--- src/rtl/core/best_fit_heap_allocator_defines.svh ---
// assertion helpers used by the allocator top level
`ifndef BEST_FIT_HEAP_ALLOCATOR_DEFINES_SVH
`define BEST_FIT_HEAP_ALLOCATOR_DEFINES_SVH

// checked only while out of reset
`define BFHA_ASSERT(name, prop, msg) \
  name: assert property (@(posedge clk_i) disable iff (!rst_ni) (prop)) else $error(msg);

// checked at every edge, reset included
`define BFHA_ASSERT_ALWAYS(name, prop, msg) \
  name: assert property (@(posedge clk_i) (prop)) else $error(msg);

`endif

--- src/rtl/core/bfha_pkg.sv ---
package bfha_pkg;

  // default geometry
  localparam int unsigned HEAP_UNITS_DEF = 4096;
  localparam int unsigned UNIT_BYTES_DEF = 16;

  // fixed field widths
  localparam int BYTES_W = 16;
  localparam int QUO_W   = 17;
  localparam int REM_W   = 6;

  // request codes
  localparam logic FUNC_ALLOC = 1'b0;
  localparam logic FUNC_FREE  = 1'b1;

  typedef enum logic [1:0] {
    ST_DONE   = 2'd0,
    ST_NOFIT  = 2'd1,
    ST_REJECT = 2'd2
  } status_e;

  typedef enum logic [3:0] {
    S_CLEAR,
    S_IDLE,
    S_DIV,
    S_CHECK,
    S_WALK,
    S_ALLOC_HEAD,
    S_ALLOC_REST,
    S_FREE_HEAD,
    S_FREE_NEXT,
    S_FREE_WRITE,
    S_PREV,
    S_PREV_MERGE,
    S_RESULT
  } state_e;

  // divider status toward the controller
  typedef struct packed {
    logic               done;
    logic [QUO_W-1:0]   quo;
    logic [REM_W-1:0]   rem;
  } div_res_t;

endpackage

--- src/rtl/core/bfha_div.sv ---
module bfha_div #(
  parameter int unsigned UNIT_BYTES = bfha_pkg::UNIT_BYTES_DEF
) (
  input  logic                         clk_i,
  input  logic                         rst_ni,
  input  logic                         start_i,
  input  logic [bfha_pkg::QUO_W-1:0]   dividend_i,
  output bfha_pkg::div_res_t           res_o
);

  localparam int QW    = bfha_pkg::QUO_W;
  localparam int RW    = bfha_pkg::REM_W;
  // reciprocal is exact for dividends below 2**QW and divisors up to 2**RW
  localparam int SHIFT = QW + RW;
  localparam int MW    = SHIFT + 1;
  localparam int PRW   = QW + MW;
  localparam longint unsigned RECIP_FULL =
    ((64'd1 << SHIFT) + 64'(UNIT_BYTES) - 64'd1) / 64'(UNIT_BYTES);
  localparam logic [MW-1:0] RECIP   = MW'(RECIP_FULL);
  localparam logic [QW-1:0] DIVISOR = QW'(UNIT_BYTES);

  logic          mul_q;
  logic          sub_q;
  logic          done_q;
  logic [QW-1:0] num_q;
  logic [QW-1:0] quo_q;
  logic [RW-1:0] rem_q;

  // stage tracking: multiply, then remainder, then done
  always_ff @(posedge clk_i or negedge rst_ni) begin
    if (!rst_ni) begin
      mul_q  <= 1'b0;
      sub_q  <= 1'b0;
      done_q <= 1'b0;
    end else begin
      mul_q  <= start_i;
      sub_q  <= mul_q;
      done_q <= sub_q;
    end
  end

  // quotient by reciprocal multiply, remainder by multiply back and subtract
  always_ff @(posedge clk_i) begin
    if (start_i) begin
      num_q <= dividend_i;
    end
    if (mul_q) begin
      quo_q <= QW'((PRW'(num_q) * PRW'(RECIP)) >> SHIFT);
    end
    if (sub_q) begin
      rem_q <= RW'(num_q - quo_q * DIVISOR);
    end
  end

  assign res_o.done = done_q;
  assign res_o.quo  = quo_q;
  assign res_o.rem  = rem_q;

endmodule

--- config.mk ---
export PLATFORM = sky130hd
export DESIGN_NAME = bfha_div
export DESIGN_NICKNAME = d
export VERILOG_FILES = /design/src/rtl/core/best_fit_heap_allocator_defines.svh /design/src/rtl/core/bfha_pkg.sv /design/src/rtl/core/bfha_div.sv
export SDC_FILE = /design/constraint.sdc
export NUM_CORES = 1
export LEC_CHECK = 0
export BUFFER_PORTS_ARGS = -buffer_cell sky130_fd_sc_hd__clkbuf_2
export CAP_MARGIN = 5
export CORE_MARGIN = 8
export CORE_UTILIZATION = 51
export DETAILED_ROUTE_END_ITERATION = 7
export PLACE_DENSITY = 0.88
export SKIP_CTS_REPAIR_TIMING = 1
export SLEW_MARGIN = 10
export SYNTH_ARGS = -nofsm -noshare
export SYNTH_HDL_FRONTEND = slang
export SYNTH_SLANG_ARGS = --single-unit
--- constraint.sdc ---
create_clock -name clk_i -period 3.2 [get_ports clk_i]
set_input_delay 0.48 -clock clk_i [delete_from_list [all_inputs] [get_ports clk_i]]
set_output_delay 0.48 -clock clk_i [all_outputs]
set_load 0.03 [all_outputs]
Word-level counts from Yosys, hierarchy flattened

Cells that the tools add are included.

Add/subtract/negate cells: 1

Operators by type and width:

| kind             | count |
|---|---|
| subtractor 6 bit | 1 |

Register bits: 39
Bits of input ports: 20
Output and inout port bits: 24
Word-level logic and storage cells: 7

Logic depth before layout (Yosys ltp)

Word-level depth: 1
Mapped depth: 3
Depth with buffers taken out: 3

Worst setup path after synthesis

No wires, ideal clock.

Path kind: reg-to-reg
Start: register quo_q[0]
End: register rem_q[5] (data pin)
Library setup time: 0.269 ns
Arrival: 1.099 ns
Data required time: 2.931 ns
Slack: 1.831 ns
Cell stages (with the launch flop): 3
Path buffers: 0
Clock period less this slack: 1.369 ns
Cells stage by stage: edfxtp_1 > ha_1 > xor3_1

Longest elaborated chain between the ends: 1

Ends and longest elaborated chain:

| item                   | RTL line       | text |
|---|---|---|
| from (decl)            | bfha_div.sv:26 | `logic [QW-1:0] quo_q;` |
| from (signal assigned) | bfha_div.sv:48 | `quo_q <= QW'((PRW'(num_q) * PRW'(RECIP)) >> SHIFT);` |
| subtractor 6 bit       | bfha_div.sv:51 | `rem_q <= RW'(num_q - quo_q * DIVISOR);` |
| to (signal assigned)   | bfha_div.sv:51 |  |
| to (decl)              | bfha_div.sv:27 | `logic [RW-1:0] rem_q;` |

Every way passes these cells.
A chain may end at the register's enable or synchronous reset.

Worst setup path after layout

Start: register quo_q[1]
End: output res_o[7] (netlist name)

RTL lines:

| item      | RTL line      | text |
|---|---|---|
| to (decl) | bfha_div.sv:8 | `output bfha_pkg::div_res_t res_o` |

No word-level cell between the ends.

==> impl_metrics.ini <==
[cts]
cts_root_buffer = clkbuf_4
clk_latency_ns = 0.31
cts.sinks = 39
htreeDepth = 2
clockBufferDepth = 2
clk_pin_slew_worst_paths_ns = 0.10
cts_tree = done
cts_made_buffers = 5

[timing]
fin_crit_ns = 1.417
slew_headroom = 0.6190
layout_worst_path_cycle_share = 0.4428
finalClockSkew_ns = 0.005005
tns_ns = 0
hold_violations = 0
rsz0062_at_grt = false
fin_ws_ns = 1.783
timing.hold.ws_ns = 0.3339
drv_slew = 0
worst_pin_slew_ns = 0.5715
setup_viol_count_final = 0
max_freq_ghz = 0.7058

[logic_synthesis]
postSynthAreaPerCell_um2 = 25.33
ys_types = 7
synth_top_family_by_area = buffers and inverters
syn_inst = 49
yosysSeqAreaShare = 0.9315
syn_area_mm2 = 0.001241
synth-seq-cells = 39
yosys.area_share.simple = 0
synthAdderAreaFrac = 0.01008
yosys_warnings = 0
synth_mux_area_frac = 0
synth_compound_area_frac = 0
synth-xor-area-share = 0.01915

[detailed_routing]
totalWireLength_um = 1826
drtIter0Drc = 5
ant_nets = 0
drc = 0
wl_met1_um = 636
wl_per_cell_um = 14.61
routed_via_density = 4.488
vias = 561
met3_length_um = 233
routed-wl-met2_um = 956
drt-pass1-iter-count = 4
top_layer_used = met3

[worst_setup_path]
crit_path_end = res_o[7]
ff2ff_setup_slack_ns = 1.97
cp-start-kind = register
crit_start = quo_q[1]$_DFFE_PP_
required_ns = 2.72
cp.depth = 1
cp-end-kind = output port
arrival_ns = 0.94
path_buf_inv = 1
worstReg2RegEnd = rem_q[5]$_DFFE_PP_
crit_path_top_delay_cell = edfxtp_1
r2r_cells = 3
path_class = reg2out
crit_family = flip-flops
regToRegStartpoint = num_q[4]$_DFFE_PP_
critical_path.max_stage_delay_ns = 0.42
path_cells = clkbuf_2
crit_path_max_fanout = 2

[finish]
syn_to_final_growth_pct = 21.37
layout.nets = 115
fin_area_mm2 = 0.001506
fin_util = 0.6310
nFillCells = 188
final_cells = 125
drive_above_1_share = 0.4632
diodes = 0

[place]
gp_congestion = 0.6518
dp.cells = 116
post_dp_cell_area_mm2 = 0.001448
post-dp-hpwl_um = 1433
pre_cts_slack_ns = 1.970
port_buffers = 39

[floorplan]
start_util = 0.5199
dieArea_mm2 = 0.004268
coreArea_mm2 = 0.002387
io_pins = 44
num_rows = 18
dieWidth_um = 65.33
fp.dieH_um = 65.33

[pwr]
p_int_mw = 0.7161
power.leakage_nw = 0.6278
p_comb_frac = 0.107
pwr-share-seq = 0.666
switchingPower_mw = 0.2179
powerDensity_mw_per_mm2 = 620.0
ir_drop_v = 0.0004570
clkPwrFrac = 0.227
total_power_mw = 0.9340
switching_share = 0.2333

[status]
outcome = finished, final reports clean

[flow_run]
maxCapViolations = 0

[global_route]
antenna_found_initial = 0
grt_pass1_wl_um = 2946
grt_usage = 0.09134
grt_max_degree = 19
grt_overflow = 0
first_global_vias = 670

[hold_path]
hp-class = in2reg
[routing by layer]
layer  up-vias  GRT usage
met5         -          0
met4         0    0.01635
met3         0    0.06973
met2        27     0.1624
met1       269    0.08026
li1        265          -
[layout by cell type, fill, tap and decap left out, drive strengths merged]
cell type / netlist / final
inv: 2 / 2
clkinv: 0 / 2
conb: 1 / 4
dfrtp: 3 / 3
clkbuf: 0 / 45
ha: 1 / 1
dlygate4sd3: 0 / 1
xor3: 1 / 1
edfxtp: 36 / 36
[area by class of cell]
| cell class | instances | area [um^2] | share of cell area |
|---|---|---|---|
| Clock buffer | 6 | 41.29 | 0.02741 |
| Clock inverter | 2 | 7.507 | 0.004983 |
| Inverter | 2 | 7.507 | 0.004983 |
| Multi-Input combinational cell | 6 | 51.30 | 0.03405 |
| Sequential cell | 39 | 1156 | 0.7674 |
| Tap cell | 30 | 37.54 | 0.02492 |
| Timing Repair Buffer | 40 | 205.2 | 0.1362 |
[sequential cells by signal, indices dropped and copies added (netlist names)]
name    flops
mul_q       1
quo_q      13
done_q      1
rem_q       6
sub_q       1
num_q      17
[Yosys cell counts]
| cell type | n | area [um^2] |
|---|---|---|
| edfxtp_1 | 36 | 1081 |
| xor3_1 | 1 | 23.77 |
| ha_1 | 1 | 12.51 |
| inv_1 | 2 | 7.510 |
| buf_4 | 5 | 37.54 |
| dfrtp_1 | 3 | 75.07 |
| conb_1 | 1 | 3.750 |
[power by group through the flow]
stage	Combinational, mW	Clock, mW	Sequential (mW)
2_1_floorplan	0.0198	0	0.677
3_3_place_gp	0.0992	0	0.631
3_5_place_dp	0.101	0	0.635
4_1_cts	0.102	0.223	0.623
5_1_grt	0.106	0.246	0.628
6_report	0.100	0.212	0.622
[cells by family after synthesis]
group / count (synthesis)
xor+xnor: 1
fa+ha+maj: 1
buf+inv: 7
flops: 39
other cells: 1
[worst min path at each step]
stage | from | endpoint | slack, ns | depth (start not counted)
2_1_floorplan | rst_ni | done_q$_DFF_PN0_ | 0.18 | 0
3_3_place_gp | rst_ni | done_q$_DFF_PN0_ | 0.28 | 1
3_5_place_dp | rst_ni | done_q$_DFF_PN0_ | 0.28 | 1
4_1_cts | rst_ni | done_q$_DFF_PN0_ | -0.07 | 1
5_1_grt | dividend_i[6] | num_q[6]$_DFFE_PP_ | 0.30 | 1
6_report | dividend_i[10] | num_q[10]$_DFFE_PP_ | 0.33 | 1
(Power assumes the default switching activity.)
